==> src/hdl/rup_pkg.sv <==
// ----------------------------------------------------------------------------
// rup_pkg
// Shared widths, bounds, register indexes and beat types for the RGBA
// unpremultiply readback block.
// ----------------------------------------------------------------------------
package rup_pkg;

   localparam int MAX_WIDTH       = 8192;
   localparam int MAX_HEIGHT      = 8192;
   localparam int MAX_PITCH_WORDS = 16384;

   localparam int WIDTH_BITS  = 14;
   localparam int HEIGHT_BITS = 14;
   localparam int PITCH_BITS  = 15;
   localparam int COL_BITS    = 14;
   localparam int ROW_BITS    = 13;
   localparam int CSR_BITS    = 15;
   localparam int CSR_IDX_BITS = 2;

   localparam int CHAN_BITS   = 8;
   localparam int NUM_LANES   = 3;
   localparam int NUM_BITS    = 16;
   localparam int STEP_BITS   = 4;

   localparam logic [CHAN_BITS-1:0] CHAN_MAX  = 8'd255;
   localparam logic [CHAN_BITS-1:0] CHAN_ZERO = 8'd0;

   localparam logic [CSR_IDX_BITS-1:0] REG_FRAME_WIDTH  = 2'd0;
   localparam logic [CSR_IDX_BITS-1:0] REG_FRAME_HEIGHT = 2'd1;
   localparam logic [CSR_IDX_BITS-1:0] REG_ROW_PITCH    = 2'd2;
   localparam logic [CSR_IDX_BITS-1:0] REG_KEEP_PREMUL  = 2'd3;

   // Work handed to one lane.
   typedef struct packed {
      logic [CHAN_BITS-1:0] color;
      logic [CHAN_BITS-1:0] alpha;
      logic                 bypass;
   } lane_cmd_type;

   // What one lane reports back.
   typedef struct packed {
      logic                 busy;
      logic [CHAN_BITS-1:0] result;
   } lane_out_type;

   // Side information of the beat waiting for the lanes.
   typedef struct packed {
      logic                 valid;
      logic                 pitch_error;
      logic                 end_of_row;
      logic                 end_of_frame;
      logic [CHAN_BITS-1:0] alpha;
   } pend_type;

endpackage

==> src/hdl/rup_lane.sv <==
// ----------------------------------------------------------------------------
// rup_lane
// One color channel: straightens a premultiplied byte by its alpha with a
// restoring divider that retires one quotient bit per cycle.
// ----------------------------------------------------------------------------
module rup_lane (
   input  logic                  clock,
   input  logic                  reset,
   input  logic                  start,
   input  rup_pkg::lane_cmd_type cmd,
   output rup_pkg::lane_out_type status
);
   import rup_pkg::*;

   logic                 busy_ff, busy_in;
   logic [STEP_BITS-1:0] step_ff, step_in;
   logic [NUM_BITS-1:0]  work_ff, work_in;
   logic [CHAN_BITS-1:0] rem_ff, rem_in;
   logic [CHAN_BITS-1:0] divisor_ff, divisor_in;
   logic [CHAN_BITS-1:0] result_ff, result_in;

   logic [NUM_BITS-1:0]  numerator;
   logic [CHAN_BITS:0]   trial;
   logic [CHAN_BITS:0]   diff;
   logic                 qbit;
   logic [NUM_BITS-1:0]  work_next;

   // c*255 + a/2, which never exceeds 16 bits.
   assign numerator = ({cmd.color, 8'h00} - {8'h00, cmd.color})
                    + {9'h000, cmd.alpha[CHAN_BITS-1:1]};

   assign trial     = {rem_ff, work_ff[NUM_BITS-1]};
   assign diff      = trial - {1'b0, divisor_ff};
   assign qbit      = (trial >= {1'b0, divisor_ff});
   assign work_next = {work_ff[NUM_BITS-2:0], qbit};

   always_comb begin
      busy_in    = busy_ff;
      step_in    = step_ff;
      work_in    = work_ff;
      rem_in     = rem_ff;
      divisor_in = divisor_ff;
      result_in  = result_ff;
      if (busy_ff) begin
         work_in = work_next;
         rem_in  = qbit ? diff[CHAN_BITS-1:0] : trial[CHAN_BITS-1:0];
         step_in = step_ff + 1'b1;
         if (step_ff == {STEP_BITS{1'b1}}) begin
            busy_in   = 1'b0;
            // A quotient above one byte saturates.
            result_in = (|work_next[NUM_BITS-1:CHAN_BITS]) ? CHAN_MAX
                                                          : work_next[CHAN_BITS-1:0];
         end
      end else if (start) begin
         if (cmd.bypass || cmd.alpha == CHAN_MAX) begin
            result_in = cmd.color;
         end else if (cmd.alpha == CHAN_ZERO) begin
            result_in = CHAN_ZERO;
         end else begin
            busy_in    = 1'b1;
            step_in    = '0;
            work_in    = numerator;
            rem_in     = '0;
            divisor_in = cmd.alpha;
         end
      end
   end

   always_ff @(posedge clock) begin
      if (reset) begin
         busy_ff <= 1'b0;
         step_ff <= '0;
      end else begin
         busy_ff <= busy_in;
         step_ff <= step_in;
      end
      work_ff    <= work_in;
      rem_ff     <= rem_in;
      divisor_ff <= divisor_in;
      result_ff  <= result_in;
   end

   assign status.busy   = busy_ff;
   assign status.result = result_ff;

endmodule

==> src/hdl/rup_merge.sv <==
// ----------------------------------------------------------------------------
// rup_merge
// Joins the three lane results with the pending side information and holds
// the finished beat in the output register until it is taken.
// ----------------------------------------------------------------------------
module rup_merge (
   input  logic                  clock,
   input  logic                  reset,
   input  rup_pkg::pend_type     pend,
   input  rup_pkg::lane_out_type lane_red,
   input  rup_pkg::lane_out_type lane_green,
   input  rup_pkg::lane_out_type lane_blue,
   output logic                  take,
   input  logic                  rsp_tready,
   output logic                  rsp_tvalid,
   output logic [31:0]           rsp_tdata,
   output logic                  rsp_tlast,
   output logic [1:0]            rsp_tuser
);
   import rup_pkg::*;

   logic        valid_ff, valid_in;
   logic [31:0] data_ff, data_in;
   logic        last_ff, last_in;
   logic [1:0]  user_ff, user_in;
   logic        lanes_busy;

   assign lanes_busy = lane_red.busy | lane_green.busy | lane_blue.busy;
   assign take       = pend.valid && !lanes_busy && (!valid_ff || rsp_tready);

   always_comb begin
      valid_in = valid_ff;
      data_in  = data_ff;
      last_in  = last_ff;
      user_in  = user_ff;
      if (take) begin
         valid_in = 1'b1;
         if (pend.pitch_error) begin
            data_in = '0;
            last_in = 1'b0;
            user_in = 2'b10;
         end else begin
            data_in = {pend.alpha, lane_blue.result, lane_green.result, lane_red.result};
            last_in = pend.end_of_row;
            user_in = {1'b0, pend.end_of_frame};
         end
      end else if (rsp_tready) begin
         valid_in = 1'b0;
      end
   end

   always_ff @(posedge clock) begin
      if (reset) begin
         valid_ff <= 1'b0;
      end else begin
         valid_ff <= valid_in;
      end
      data_ff <= data_in;
      last_ff <= last_in;
      user_ff <= user_in;
   end

   assign rsp_tvalid = valid_ff;
   assign rsp_tdata  = data_ff;
   assign rsp_tlast  = last_ff;
   assign rsp_tuser  = user_ff;

endmodule

==> src/hdl/rgba_unpremultiply_readback.sv <==
// ----------------------------------------------------------------------------
// rgba_unpremultiply_readback
// Turns a readback stream of premultiplied RGBA8 words into straight-alpha
// pixels, dropping row padding and marking row and frame ends.
// ----------------------------------------------------------------------------
//   channel  dir  handshake             payload
//   req_     in   tvalid/tready         tdata: red, green, blue, alpha
//   rsp_     out  tvalid/tready/tlast   tdata: red, green, blue, alpha;
//                                       tlast: end of row; tuser: frame, error
//   csr_     in   we                    index, wdata (no read-back)
//
// A pixel that needs a divide is worked by the 16-step restoring divider in
// each of the three lanes in parallel. Pass-through, alpha 0 or 255, and pitch
// error beats skip the divider; padding words make no beat. A new word is
// accepted only while no beat is pending. A finished beat waits in the output
// register, so one more pixel may be accepted and worked on while rsp_tready is low.
// Reset is synchronous and restores the configuration registers, the valid and busy flags and the position counters.
// ----------------------------------------------------------------------------
module rgba_unpremultiply_readback (
   input  logic                             clock,
   input  logic                             reset,
   input  logic                             req_tvalid,
   output logic                             req_tready,
   input  logic [31:0]                      req_tdata,   // src_red, src_green, src_blue, src_alpha
   output logic                             rsp_tvalid,
   input  logic                             rsp_tready,
   output logic [31:0]                      rsp_tdata,   // out_red, out_green, out_blue, out_alpha
   output logic                             rsp_tlast,
   output logic [1:0]                       rsp_tuser,   // end_of_frame, pitch_error
   input  logic                             csr_we,
   input  logic [rup_pkg::CSR_IDX_BITS-1:0] csr_index,
   input  logic [rup_pkg::CSR_BITS-1:0]     csr_wdata
);
   import rup_pkg::*;

   logic [WIDTH_BITS-1:0]  width_ff, width_in;
   logic [HEIGHT_BITS-1:0] height_ff, height_in;
   logic [PITCH_BITS-1:0]  pitch_ff, pitch_in;
   logic                   keep_ff, keep_in;
   logic [COL_BITS-1:0]    col_ff, col_in;
   logic [ROW_BITS-1:0]    row_ff, row_in;
   pend_type               pend_ff, pend_in;

   logic [WIDTH_BITS-1:0]  w_eff;
   logic [HEIGHT_BITS-1:0] h_eff;
   logic [PITCH_BITS-1:0]  p_eff;
   logic [COL_BITS:0]      col_p1;
   logic [ROW_BITS:0]      row_p1;
   logic                   accept, err, visible, last_row, last_word, row_end;
   logic                   lane_start, take;
   lane_cmd_type           cmd [NUM_LANES];
   lane_out_type           lane [NUM_LANES];

   // Zero counts as one and values past the limits saturate.
   assign w_eff = (width_ff == '0) ? WIDTH_BITS'(1)
                : (width_ff > WIDTH_BITS'(MAX_WIDTH)) ? WIDTH_BITS'(MAX_WIDTH) : width_ff;
   assign h_eff = (height_ff == '0) ? HEIGHT_BITS'(1)
                : (height_ff > HEIGHT_BITS'(MAX_HEIGHT)) ? HEIGHT_BITS'(MAX_HEIGHT) : height_ff;
   assign p_eff = (pitch_ff == '0) ? PITCH_BITS'(1)
                : (pitch_ff > PITCH_BITS'(MAX_PITCH_WORDS)) ? PITCH_BITS'(MAX_PITCH_WORDS)
                : pitch_ff;

   assign col_p1    = {1'b0, col_ff} + 1'b1;
   assign row_p1    = {1'b0, row_ff} + 1'b1;
   assign err       = p_eff < {1'b0, w_eff};
   assign visible   = col_ff < w_eff;
   assign last_row  = row_p1 >= h_eff;
   assign last_word = col_p1 >= p_eff;
   assign row_end   = col_p1 == {1'b0, w_eff};

   assign req_tready = !pend_ff.valid;
   assign accept     = req_tvalid && req_tready;
   assign lane_start = accept && visible && !err;

   always_comb begin
      width_in  = width_ff;
      height_in = height_ff;
      pitch_in  = pitch_ff;
      keep_in   = keep_ff;
      if (csr_we) begin
         unique case (csr_index)
            REG_FRAME_WIDTH:  width_in  = csr_wdata[WIDTH_BITS-1:0];
            REG_FRAME_HEIGHT: height_in = csr_wdata[HEIGHT_BITS-1:0];
            REG_ROW_PITCH:    pitch_in  = csr_wdata[PITCH_BITS-1:0];
            REG_KEEP_PREMUL:  keep_in   = csr_wdata[0];
            default:          keep_in   = keep_ff;
         endcase
      end
   end

   always_comb begin
      col_in  = col_ff;
      row_in  = row_ff;
      pend_in = pend_ff;
      if (take) begin
         pend_in.valid = 1'b0;
      end
      if (accept) begin
         if (err) begin
            // Counters hold while the pitch is too small.
            pend_in.valid       = 1'b1;
            pend_in.pitch_error = 1'b1;
            pend_in.end_of_row  = 1'b0;
            pend_in.end_of_frame = 1'b0;
            pend_in.alpha       = CHAN_ZERO;
         end else begin
            if (visible) begin
               pend_in.valid        = 1'b1;
               pend_in.pitch_error  = 1'b0;
               pend_in.end_of_row   = row_end;
               pend_in.end_of_frame = row_end && last_row;
               pend_in.alpha        = req_tdata[31:24];
            end
            if (last_word) begin
               col_in = '0;
               row_in = last_row ? '0 : row_p1[ROW_BITS-1:0];
            end else begin
               col_in = col_p1[COL_BITS-1:0];
            end
         end
      end
   end

   always_ff @(posedge clock) begin
      if (reset) begin
         width_ff      <= WIDTH_BITS'(1);
         height_ff     <= HEIGHT_BITS'(1);
         pitch_ff      <= PITCH_BITS'(1);
         keep_ff       <= 1'b0;
         col_ff        <= '0;
         row_ff        <= '0;
         pend_ff.valid <= 1'b0;
      end else begin
         width_ff      <= width_in;
         height_ff     <= height_in;
         pitch_ff      <= pitch_in;
         keep_ff       <= keep_in;
         col_ff        <= col_in;
         row_ff        <= row_in;
         pend_ff.valid <= pend_in.valid;
      end
      pend_ff.pitch_error  <= pend_in.pitch_error;
      pend_ff.end_of_row   <= pend_in.end_of_row;
      pend_ff.end_of_frame <= pend_in.end_of_frame;
      pend_ff.alpha        <= pend_in.alpha;
   end

   for (genvar i = 0; i < NUM_LANES; i++) begin : g_lane
      assign cmd[i].color  = req_tdata[CHAN_BITS*i +: CHAN_BITS];
      assign cmd[i].alpha  = req_tdata[31:24];
      assign cmd[i].bypass = keep_ff;

      rup_lane u_lane (
         .clock  (clock),
         .reset  (reset),
         .start  (lane_start),
         .cmd    (cmd[i]),
         .status (lane[i])
      );
   end

   rup_merge u_merge (
      .clock      (clock),
      .reset      (reset),
      .pend       (pend_ff),
      .lane_red   (lane[0]),
      .lane_green (lane[1]),
      .lane_blue  (lane[2]),
      .take       (take),
      .rsp_tready (rsp_tready),
      .rsp_tvalid (rsp_tvalid),
      .rsp_tdata  (rsp_tdata),
      .rsp_tlast  (rsp_tlast),
      .rsp_tuser  (rsp_tuser)
   );

   // The lanes only work on the beat that is pending.
   a_busy_pending: assert property (@(posedge clock) disable iff (reset)
      (lane[0].busy || lane[1].busy || lane[2].busy) |-> pend_ff.valid)
      else $error("lane busy without a pending beat");

   // All three lanes start together and run the same number of steps.
   a_lockstep: assert property (@(posedge clock) disable iff (reset)
      (lane[0].busy == lane[1].busy) && (lane[1].busy == lane[2].busy))
      else $error("lanes out of step");

   // An error beat carries no pixel and no row or frame mark.
   a_error_beat: assert property (@(posedge clock) disable iff (reset)
      (rsp_tvalid && rsp_tuser[1]) |-> (rsp_tdata == '0 && !rsp_tlast && !rsp_tuser[0]))
      else $error("pitch error beat with payload");

   // A frame end is always also a row end.
   a_frame_row: assert property (@(posedge clock) disable iff (reset)
      (rsp_tvalid && rsp_tuser[0]) |-> rsp_tlast)
      else $error("frame end without row end");

endmodule
==> config.mk <==
export PLATFORM = sky130hd
export DESIGN_NAME = rgba_unpremultiply_readback
export DESIGN_NICKNAME = d
export VERILOG_FILES = /design/src/hdl/rup_pkg.sv /design/src/hdl/rup_lane.sv /design/src/hdl/rup_merge.sv /design/src/hdl/rgba_unpremultiply_readback.sv
export SDC_FILE = /design/constraint.sdc
export NUM_CORES = 1
export LEC_CHECK = 0
export ABC_AREA = 1
export ABC_CLOCK_PERIOD_IN_PS = 9720
export BUFFER_PORTS_ARGS = -buffer_cell sky130_fd_sc_hd__buf_2
export CORE_AREA = 2 2 236 145
export CTS_BUF_LIST = sky130_fd_sc_hd__clkbuf_4 sky130_fd_sc_hd__clkbuf_8 sky130_fd_sc_hd__clkbuf_16
export DETAILED_ROUTE_END_ITERATION = 7
export DIE_AREA = 0 0 238 147
export PLACE_DENSITY = 0.68
export SLEW_MARGIN = 40
export SYNTH_ARGS = -nofsm -noshare
export SYNTH_HDL_FRONTEND = slang
export SYNTH_SLANG_ARGS = --single-unit
==> constraint.sdc <==
create_clock -name clock -period 9.72 [get_ports clock]
set_input_delay 1.944 -clock clock [delete_from_list [all_inputs] [get_ports clock]]
set_output_delay 1.944 -clock clock [all_outputs]
set_load 0.02 [all_outputs]
==> impl_metrics.ini, run 1 <==
[clock_network]
clk_latency_ns = 0.56
clockBufferDepth = 3
cts-root-buf = clkbuf_16
cts_buffers = 26
holdBufCountCts = 0
htreeDepth = 1
cts_setup_buffers = 0
cts_tree = done
cts_sinks = 254
cts-resized-gates = 0
clk_pin_slew_ns = 0.07

[timing]
relSlewSlack_pct = 45.8
finalCritPeriodShare_pct = 42.1
worst_pin_slew_ns = 0.813
min_period_ns = 4.09
fmax_ghz = 0.244
rsz0062_at_grt = false
finalMaxSlewViolations = 0
worst_slack_ns = 5.63
hold_viol = 0
finalSetupTns_ns = 0
skew_ns = 0.0248
setup_viol = 0

[drt]
antenna_left = 0
routedWlPerCell_um = 17.1
drt_iter0_drc = 1266
dr.pass1.iters = 5
routed_wl_um = 39100
wl_met1_um = 19300
route.vias.total = 12300
wl_met3_um = 3560
highest_layer = met4
wl_met2_um = 15200
drc = 0
via_per_inst = 5.37

[synthesis]
synth-edff-count = 166
ys_ff_latch = 254
syn-num-nets = 1916
synth_top_area_share_pct = 34.0
yosysMostFrequentCell = nand2_1
synth.cell_area_um2 = 14600
postSynthCellCount = 1754
avgSynthCellArea_um2 = 8.35
synth.yosys.seq_area_share_pct = 46.1
synth_common_cells = nand2_1, inv_1, nor2_1
yosys.area.top_type = edfxtp_1
synth.area.top_cells = edfxtp_1, dfxtp_1, ha_1
yosysWarningCount = 0
synth_cell_type_count = 52
synth_ff_type = edfxtp_1
async_reset_ff_share_pct = 0

[setup_path]
max_stage_delay_ns = 0.36
timing.rr.end = row_ff[6]
cp_max_fo = 5
critical_path_cell_count = 16
worstPathArrival_ns = 4.39
required_ns = 10.01
crit_top_cell = nand2_1
r2r-start = row_ff[2]
cp-endpoint = g_lane[2].u_lane.work_ff[14]
path_cells = buf_2, inv_1, ha_1, fa_1, nand3b_1, nand2_1, nand2_1, nand2_1, a21oi_1, nor2_1, o21ai_0, nand2_1, nor2_1, nand3_1, o22ai_1, a21oi_1
path_class = in -> reg
r2r_cells = 18
rrSetupSlack_ns = 5.79
cpLargestDelayFamily = simple AND/OR/NAND/NOR gates
end_kind = flip-flop
critPathBufInv = 2
crit_slowest_cell = o21ai_0
critPathLaunch = req_tdata[25]
worstSetupStartpointType = input port

[power_and_ir_drop]
irDropWorstVdd_v = 0.000134
p_per_area_nw_per_um2 = 233
p_total_w = 0.00384
p_leak_nw = 7.45

[floorplanning]
die_area_um2 = 35000
num_rows = 52
ios = 91
core-area_um2 = 33100
start_util_pct = 44.3
chipWidth_um = 238
die_h_um = 147

[run]
drv_cap = 0

[final_layout]
drive_above_1_share_pct = 10.8
multi_input_comb_area_um2 = 6720
nFillCells = 3142
area_growth_pct = 12.4
final_nets = 1996
final_util_pct = 49.8
ff_latch_area_um2 = 6750

[global_route]
grt_max_degree = 59
grt_pass1_wl_um = 62100
grt_antenna_before_repair = 0
grt_overflow = 0
grt_pass1_vias = 11400
grt_usage_pct = 22.5

[place]
dpl.hpwl_um = 29500
port_buffers = 90
pre_cts_slack_ns = 5.14
place.gp.congestion = 0.968

[hold_path]
hp-start = row_ff[12]
hold_path_class = reg -> reg

[run_status]
status = finished clean
[sequential cells by signal, indices dropped and copies added, names as in the netlist, 12 cells and up]
signal / count
width_ff: 14
g_lane.u_lane.step_ff: 12
row_ff: 13
g_lane.u_lane.rem_ff: 24
col_ff: 14
pend_ff: 12
pitch_ff: 15
g_lane.u_lane.divisor_ff: 24
height_ff: 14
g_lane.u_lane.result_ff: 24
u_merge.rsp_tdata: 32
g_lane.u_lane.work_ff: 48
[stage by stage]
stage,std cells,hold WS [ns],area (µm²)
finish,2287,0.473,16500
floorplan,1754,0.423,14600
global placement,2238,0.461,15500
CTS,2286,0.476,16500
detailed placement,2238,0.468,15500
global route,2286,0.495,16500
[worst min path at each step]
stage / end / slack, ns / depth (start not counted)
floorplan: keep_ff / 0.42 / 2
global placement: row_ff[12] / 0.46 / 2
detailed placement: row_ff[12] / 0.47 / 2
CTS: row_ff[12] / 0.48 / 2
global route: row_ff[12] / 0.50 / 2
finish: row_ff[12] / 0.47 / 2
[worst reg2reg max path: stages, from the launching register on]
cell and delay, ns:
dfxtp_1 0.39, inv_1 0.07, nor4_1 0.40, nand3_1 0.18
nor2_1 0.12, inv_1 0.06, nor3_1 0.28, nand2_1 0.15
nor3b_1 0.31, ha_1 0.30, nand2_1 0.11, nor2_1 0.07
nand2_1 0.07, o211a_1 0.14, and3_1 0.31, inv_1 0.07
nor2_1 0.58, nand3_1 0.17, nand2_1 0.09
[per-layer routing]
layer	up-vias	global-route usage, %
li1	6042	-
met1	5699	35.7
met2	476	30.5
met3	74	4.72
met4	0	5.63
met5	-	0
[layout make-up]
cell class | instances | share of cell area (%)
Clock inverter | 14 | 1.16
Clock buffer | 34 | 4.68
Timing Repair Buffer | 100 | 3.19
Antenna cell | 1 | 0.0152
Inverter | 260 | 5.93
Multi-Input combinational cell | 1192 | 40.8
Sequential cell | 254 | 41.0
Tap cell | 432 | 3.28
[report_power, final]
group          internal [W]  switching (W)  total [W]
logic              0.000362       0.000804    0.00117
clock network      0.000669       0.000447    0.00112
registers           0.00145       0.000109    0.00156
total               0.00248        0.00136    0.00384
[cells in the final DEF, fill, tap and decap left out, types with 15 or more instances in the layout]
master     count
a21oi_1      123
buf_2         90
clkbuf_16     28
dfxtp_1       88
edfxtp_1     166
ha_1         102
inv_1        248
nand2_1      307
nand3_1       76
nand4_1       15
nor2_1       223
nor3_1        23
nor4_1        17
o21ai_0      123
o21ai_1       18
xor2_1        37
[cells by family (layout without fill, tap and decap cells)]
group           after synthesis  in the layout  synth area share (%)
simple gates                705            705                  20.8
compound gates              329            329                  12.4
buf+inv                     308            408                  8.18
flops                       254            254                  46.1
fa+ha+maj                   108            108                  9.53
xor+xnor                     50             50                  2.99
other cells                   0              1                     0
Note: power is estimated with default switching activity, not from simulation.
==> run 2: changes to the inputs <==
--- a/config.mk
+++ b/config.mk
@@ -5,13 +5,13 @@
 export SDC_FILE = /design/constraint.sdc
 export NUM_CORES = 1
 export LEC_CHECK = 0
-export ABC_AREA = 1
-export ABC_CLOCK_PERIOD_IN_PS = 9720
+export ABC_AREA = 0
+export ABC_CLOCK_PERIOD_IN_PS = 4130
 export BUFFER_PORTS_ARGS = -buffer_cell sky130_fd_sc_hd__buf_2
-export CORE_AREA = 2 2 236 145
+export CORE_AREA = 2 2 239 147
 export CTS_BUF_LIST = sky130_fd_sc_hd__clkbuf_4 sky130_fd_sc_hd__clkbuf_8 sky130_fd_sc_hd__clkbuf_16
 export DETAILED_ROUTE_END_ITERATION = 7
-export DIE_AREA = 0 0 238 147
+export DIE_AREA = 0 0 241 149
 export PLACE_DENSITY = 0.68
 export SLEW_MARGIN = 40
 export SYNTH_ARGS = -nofsm -noshare
==> constraint.sdc (replaced) <==
create_clock -name clock -period 4.13 [get_ports clock]
set_input_delay 0.826 -clock clock [delete_from_list [all_inputs] [get_ports clock]]
set_output_delay 0.826 -clock clock [all_outputs]
set_load 0.02 [all_outputs]
==> run 2 against run 1 <==
Compared with the run above:
- power grew 110%
- combinational power grew 82%
- final cell count shrank 6.8%
- sequential share of layout area shrank 1.1 points
- sequential cell count is the same
- clock-buffer cell count shrank 1
- worst hold slack gained 0.0032 ns
- synthesized area grew 2.5%
- design area grew 2.9%
- critical path depth shrank 4
- sequential power grew 120%
- largest cell class is now multi-input gates
- largest power group unchanged
==> impl_metrics.ini, run 2 <==
[run_status]
status = finished clean

[setup_path]
cp_max_fo = 9
worstPathArrival_ns = 4.43
timing.rr.end = col_ff[5]
cpLargestDelayFamily = simple AND/OR/NAND/NOR gates
required_ns = 4.60
rrSetupSlack_ns = 0.17
worstSetupStartpointType = flip-flop
crit_slowest_cell = dfxtp_1
path_cells = ha_1, nand3_2, nor4_1, xor2_1, ha_1, a21o_1, a21o_1, a211o_1, or2_2, o31a_1, or4_1, a31oi_1
max_stage_delay_ns = 0.47
r2r-start = col_ff[0]
path_class = reg -> reg
end_kind = flip-flop
critPathBufInv = 0
r2r_cells = 12

[synthesis]
synth-edff-count = 166
synth_top_area_share_pct = 33.2
ys_ff_latch = 254
synth.area.top_cells = edfxtp_1, dfxtp_1, ha_1
synth.cell_area_um2 = 15000
synth_cell_type_count = 76
yosysMostFrequentCell = nand2_1
yosys.area.top_type = edfxtp_1
syn-num-nets = 1719
synth_ff_type = edfxtp_1
postSynthCellCount = 1557
synth_common_cells = nand2_1, edfxtp_1, inv_1
synth.yosys.seq_area_share_pct = 45.0
async_reset_ff_share_pct = 0
avgSynthCellArea_um2 = 9.64
yosysWarningCount = 0

[timing]
hold_viol = 0
finalMaxSlewViolations = 0
skew_ns = 0.0235
fmax_ghz = 0.252
finalCritPeriodShare_pct = 95.9
setup_viol = 0
worst_pin_slew_ns = 0.735
relSlewSlack_pct = 51.0
rsz0062_at_grt = false
whs_ns = 0.476
min_period_ns = 3.96

[clock_network]
cts_setup_buffers = 0
clk_latency_ns = 0.56
cts_tree = done
holdBufCountCts = 0
cts_buffers = 25
htreeDepth = 1
cts-resized-gates = 0
cts_sinks = 254
clockBufferDepth = 3
cts-root-buf = clkbuf_16
clk_pin_slew_ns = 0.07

[global_route]
grt_overflow = 0
grt_pass1_vias = 11100
grt_pass1_wl_um = 62100
grt_antenna_before_repair = 1
grt_usage_pct = 22.1
grt_max_degree = 59

[drt]
routedWlPerCell_um = 18.4
drc = 0
antenna_left = 0
routed_wl_um = 39300
via_per_inst = 5.68
route.vias.total = 12100
dr.pass1.iters = 5
drt_iter0_drc = 1249

[final_layout]
area_growth_pct = 12.9
largest_reg_flops = 48
layout_common_cells = nand2_1, edfxtp_1, inv_1
drive_above_1_share_pct = 13.3
layout_commonest_cell = nand2_1
n_antenna_cell = 0
final_nets = 1807
max_flop_register = g_lane.u_lane.work_ff
nFillCells = 3155

[hold_path]
hp-start = height_ff[6]
hold_depth = 2
hold_path_class = reg -> reg
hold_end = height_ff[6]

[floorplanning]
chipWidth_um = 241
core-area_um2 = 34100
die_area_um2 = 35900
ios = 91
die_h_um = 149
num_rows = 53
start_util_pct = 44.0

[power_and_ir_drop]
irDropWorstVdd_v = 0.000297
p_total_w = 0.00794
p_leak_nw = 6.55
p_per_area_nw_per_um2 = 468

[run]
drv_cap = 0

[place]
place.gp.congestion = 0.952
port_buffers = 90
dpl.hpwl_um = 28900
[run 2: cell types whose count changed after synthesis, sizes merged, moves of 17 or more]
cell,change
nand3,-43
xor2,-19
nor2b,+52
mux2i,+22
or3,+43
o21ai,-43
inv,-144
nand2b,+34
a21oi,-23
nand2,-128
clkbuf,+17
nor2,-183
[run 2: logic make-up (layout without fill, tap and decap cells)]
logic type	count (synthesis)	after routing	share of synthesized area [%]
and+or+nand+nor	563	563	19.4
AOI/OAI and AO/OA	378	378	16.8
DFF	254	254	45.0
buffers and inverters	180	287	4.78
adders and majority gates	108	108	9.30
xor gates and xnor gates	49	49	3.13
muxes	25	25	1.69
[run 2: worst max path at each step]
stage	start	to	slack [ns]	cells after the start
2_1_floorplan	width_ff[13]	g_lane[0].u_lane.step_ff[2]	-0.46	12
3_3_place_gp	col_ff[0]	col_ff[5]	0.40	12
3_5_place_dp	col_ff[0]	col_ff[5]	0.31	12
4_1_cts	col_ff[0]	col_ff[5]	0.24	12
5_1_grt	col_ff[0]	col_ff[6]	0.05	12
6_report	col_ff[0]	col_ff[5]	0.17	12
[run 2: layout make-up]
| type | instances | area [µm²] | area share [%] |
|---|---|---|---|
| Multi-Input combinational cell | 1123 | 7590 | 44.8 |
| Sequential cell | 254 | 6750 | 39.8 |
| Timing Repair Buffer | 127 | 736 | 4.34 |
| Clock buffer | 33 | 728 | 4.30 |
| Tap cell | 467 | 584 | 3.45 |
| Inverter | 114 | 428 | 2.52 |
| Clock inverter | 13 | 131 | 0.775 |
[run 2: worst reg2reg max path, cell delays in order (launching register included)]
cell	delay (ns)
dfxtp_1	0.47
ha_1	0.28
nand3_2	0.20
nor4_1	0.42
xor2_1	0.44
ha_1	0.34
a21o_1	0.16
a21o_1	0.17
a211o_1	0.32
or2_2	0.31
o31a_1	0.19
or4_1	0.41
a31oi_1	0.16
[run 2: routing by layer]
| layer | track usage [%] | share of wire, % | vias up |
|---|---|---|---|
| met1 | 36.3 | 52 | 5713 |
| met2 | 29.8 | 38 | 465 |
| met3 | 3.59 | 8.2 | 36 |
| met4 | 4.17 | 1.5 | 0 |
| li1 | - | - | 5883 |
| met5 | 0 | 0 | - |
[run 2: through the flow]
step	setup TNS [ns]	cell area (µm²)	setup WS [ns]	utilization [%]	instances
6_report	0	16900	0.169	49.7	2131
5_1_grt	0	16900	0.0457	49.7	2131
4_1_cts	0	16900	0.243	49.7	2130
3_5_place_dp	0	16100	0.312	47.2	2084
3_3_place_gp	0	16100	0.405	47.1	2083
2_1_floorplan	-34.71	15000	-0.465	-	1557
[run 2: power by group]
part           total (W)  switching, W  leakage [nW]  internal (W)
Clock            0.00241       0.00103         0.432       0.00138
Sequential       0.00340      0.000186          2.28       0.00321
Combinational    0.00213       0.00133          3.84      0.000798
==> run 3: changes to the inputs <==
--- a/config.mk
+++ b/config.mk
@@ -5,13 +5,13 @@
 export SDC_FILE = /design/constraint.sdc
 export NUM_CORES = 1
 export LEC_CHECK = 0
-export ABC_AREA = 0
+export ABC_AREA = 1
 export ABC_CLOCK_PERIOD_IN_PS = 4130
 export BUFFER_PORTS_ARGS = -buffer_cell sky130_fd_sc_hd__buf_2
-export CORE_AREA = 2 2 239 147
+export CORE_AREA = 2 2 236 145
 export CTS_BUF_LIST = sky130_fd_sc_hd__clkbuf_4 sky130_fd_sc_hd__clkbuf_8 sky130_fd_sc_hd__clkbuf_16
 export DETAILED_ROUTE_END_ITERATION = 7
-export DIE_AREA = 0 0 241 149
+export DIE_AREA = 0 0 238 147
 export PLACE_DENSITY = 0.68
 export SLEW_MARGIN = 40
 export SYNTH_ARGS = -nofsm -noshare
==> run 3 against run 2 <==
Compared with the run above:
- sequential power grew 7.6%
- final cell count increased by 7.5%
- via count is 0.87% higher
- worst hold slack gained 0.0099 ns
- sequential share of layout area grew 1.1 points
- clock-buffer cell count increased by 2
- critical path type unchanged
- critical endpoint is now row_ff[4]
==> impl_metrics.ini, run 3 (synthesis results as in run 1) <==
[run_status]
status = finished clean

[final_layout]
drive_above_1_share_pct = 10.9
layout_common_cells = nand2_1, inv_1, nor2_1
area_growth_pct = 12.6
layout_commonest_cell = nand2_1
max_flop_register = g_lane.u_lane.work_ff
final_nets = 2000
largest_reg_flops = 48

[timing]
setup_viol = 0
fmax_ghz = 0.284
worst_pin_slew_ns = 0.769
finalCritPeriodShare_pct = 85.4
worst_slack_ns = 0.603
hold_viol = 0
rsz0062_at_grt = false
skew_ns = 0.0371
finalSetupTns_ns = 0
finalMaxSlewViolations = 0
relSlewSlack_pct = 48.7
min_period_ns = 3.53

[floorplanning]
num_rows = 52
die_area_um2 = 35000
chipWidth_um = 238
ios = 91
start_util_pct = 44.3
die_h_um = 147
core-area_um2 = 33100

[hold_path]
hold_path_class = reg -> reg

[setup_path]
max_stage_delay_ns = 0.40
critPathBufInv = 5
worstSetupStartpointType = flip-flop
path_class = reg -> reg
path_cells = inv_1, nor4_1, nand3_1, nor2_1, inv_1, nor3_1, nand2_1, xor2_1, inv_1, ha_1, nand2_1, nor2_1, nand2_1, o211a_1, and3_1, inv_1, nor2_1, buf_4, nand3_1, nand2_1
worstPathArrival_ns = 4.00
end_kind = flip-flop
cpLargestDelayFamily = simple AND/OR/NAND/NOR gates
cp_max_fo = 10
required_ns = 4.61
crit_slowest_cell = nor4_1

[clock_network]
cts_buffers = 26
cts_setup_buffers = 0
holdBufCountCts = 0
cts_tree = done
cts_sinks = 254
cts-root-buf = clkbuf_16
cts-resized-gates = 0
clk_latency_ns = 0.57
htreeDepth = 1
clockBufferDepth = 3
clk_pin_slew_ns = 0.06

[drt]
via_per_inst = 5.33
routed_wl_um = 38100
wl_met2_um = 15500
wl_met3_um = 3100
drc = 0
drt_iter0_drc = 1348
highest_layer = met4
dr.pass1.iters = 5
wl_met1_um = 18700
antenna_left = 0
routedWlPerCell_um = 16.6
route.vias.total = 12200

[global_route]
grt_pass1_vias = 11300
grt_pass1_wl_um = 60100
grt_antenna_before_repair = 2
grt_max_degree = 66
grt_usage_pct = 21.5
grt_overflow = 0

[place]
port_buffers = 90
dpl.hpwl_um = 28000
place.gp.congestion = 0.955
pre_cts_slack_ns = 0.718

[power_and_ir_drop]
irDropWorstVdd_v = 0.000319
p_per_area_nw_per_um2 = 548
p_leak_nw = 7.49

[run]
drv_cap = 0
-- run 3: cell types whose count changed in the layout (fill, tap and decap cells not counted), sizes merged, moves of 15 or more --
| cell | change |
|---|---|
| nand2 | +128 |
| xnor2 | -15 |
| nand3 | +43 |
| xor2 | +19 |
| a21oi | +23 |
| o21ai | +43 |
| or3 | -43 |
| nand2b | -34 |
| mux2i | -22 |
| nor2 | +183 |
| inv | +140 |
| nor2b | -52 |
| buf | -23 |
-- run 3: worst min-delay path: cells and delay by family, from the launching register on --
kind,cells,cell delay (ns)
flip-flops,1,0.32
AND/OR/NAND/NOR,2,0.13
-- run 3: through the flow --
step | utilization, % | cells | cell area (µm²) | power [W] | hold slack, ns
2_1_floorplan | - | 1754 | 14600 | 0.00559 | 0.423
3_3_place_gp | 47.0 | 2242 | 15500 | 0.00630 | 0.461
3_5_place_dp | 47.0 | 2242 | 15500 | 0.00638 | 0.478
4_1_cts | 49.9 | 2290 | 16500 | 0.00904 | 0.487
5_1_grt | 49.9 | 2290 | 16500 | 0.00954 | 0.514
6_report | 49.9 | 2291 | 16500 | 0.00903 | 0.486
-- run 3: area by class of cell --
class                           count  area [µm²]
Multi-Input combinational cell   1192        6710
Sequential cell                   254        6750
Clock buffer                       35         737
Antenna cell                        1        2.50
Fill cell                        3097       16600
Inverter                          260         976
Tap cell                          432         541
Timing Repair Buffer              104         556
Clock inverter                     13         228
-- run 3: path summary, 6_finish.rpt --
kind | start | endpoint | slack, ns | cells past startpoint
max reg2reg | row_ff[2] | row_ff[4] | 0.60 | 20
max | row_ff[2] | row_ff[4] | 0.60 | 20
min reg2reg | row_ff[8] | row_ff[8] | 0.49 | 2
min | row_ff[8] | row_ff[8] | 0.49 | 2
-- run 3: power breakdown --
group / switching, W / internal (W) / total [W]
clock: 0.00102 / 0.00163 / 0.00266
combinational: 0.00184 / 0.000871 / 0.00271
sequential: 0.000262 / 0.00340 / 0.00366
-- run 3: per-layer routing --
layer / vias to the layer above / global-route usage (%)
li1: 6047 / -
met2: 418 / 30.9
met4: 0 / 4.50
met3: 48 / 3.93
met5: - / 0
met1: 5689 / 33.5
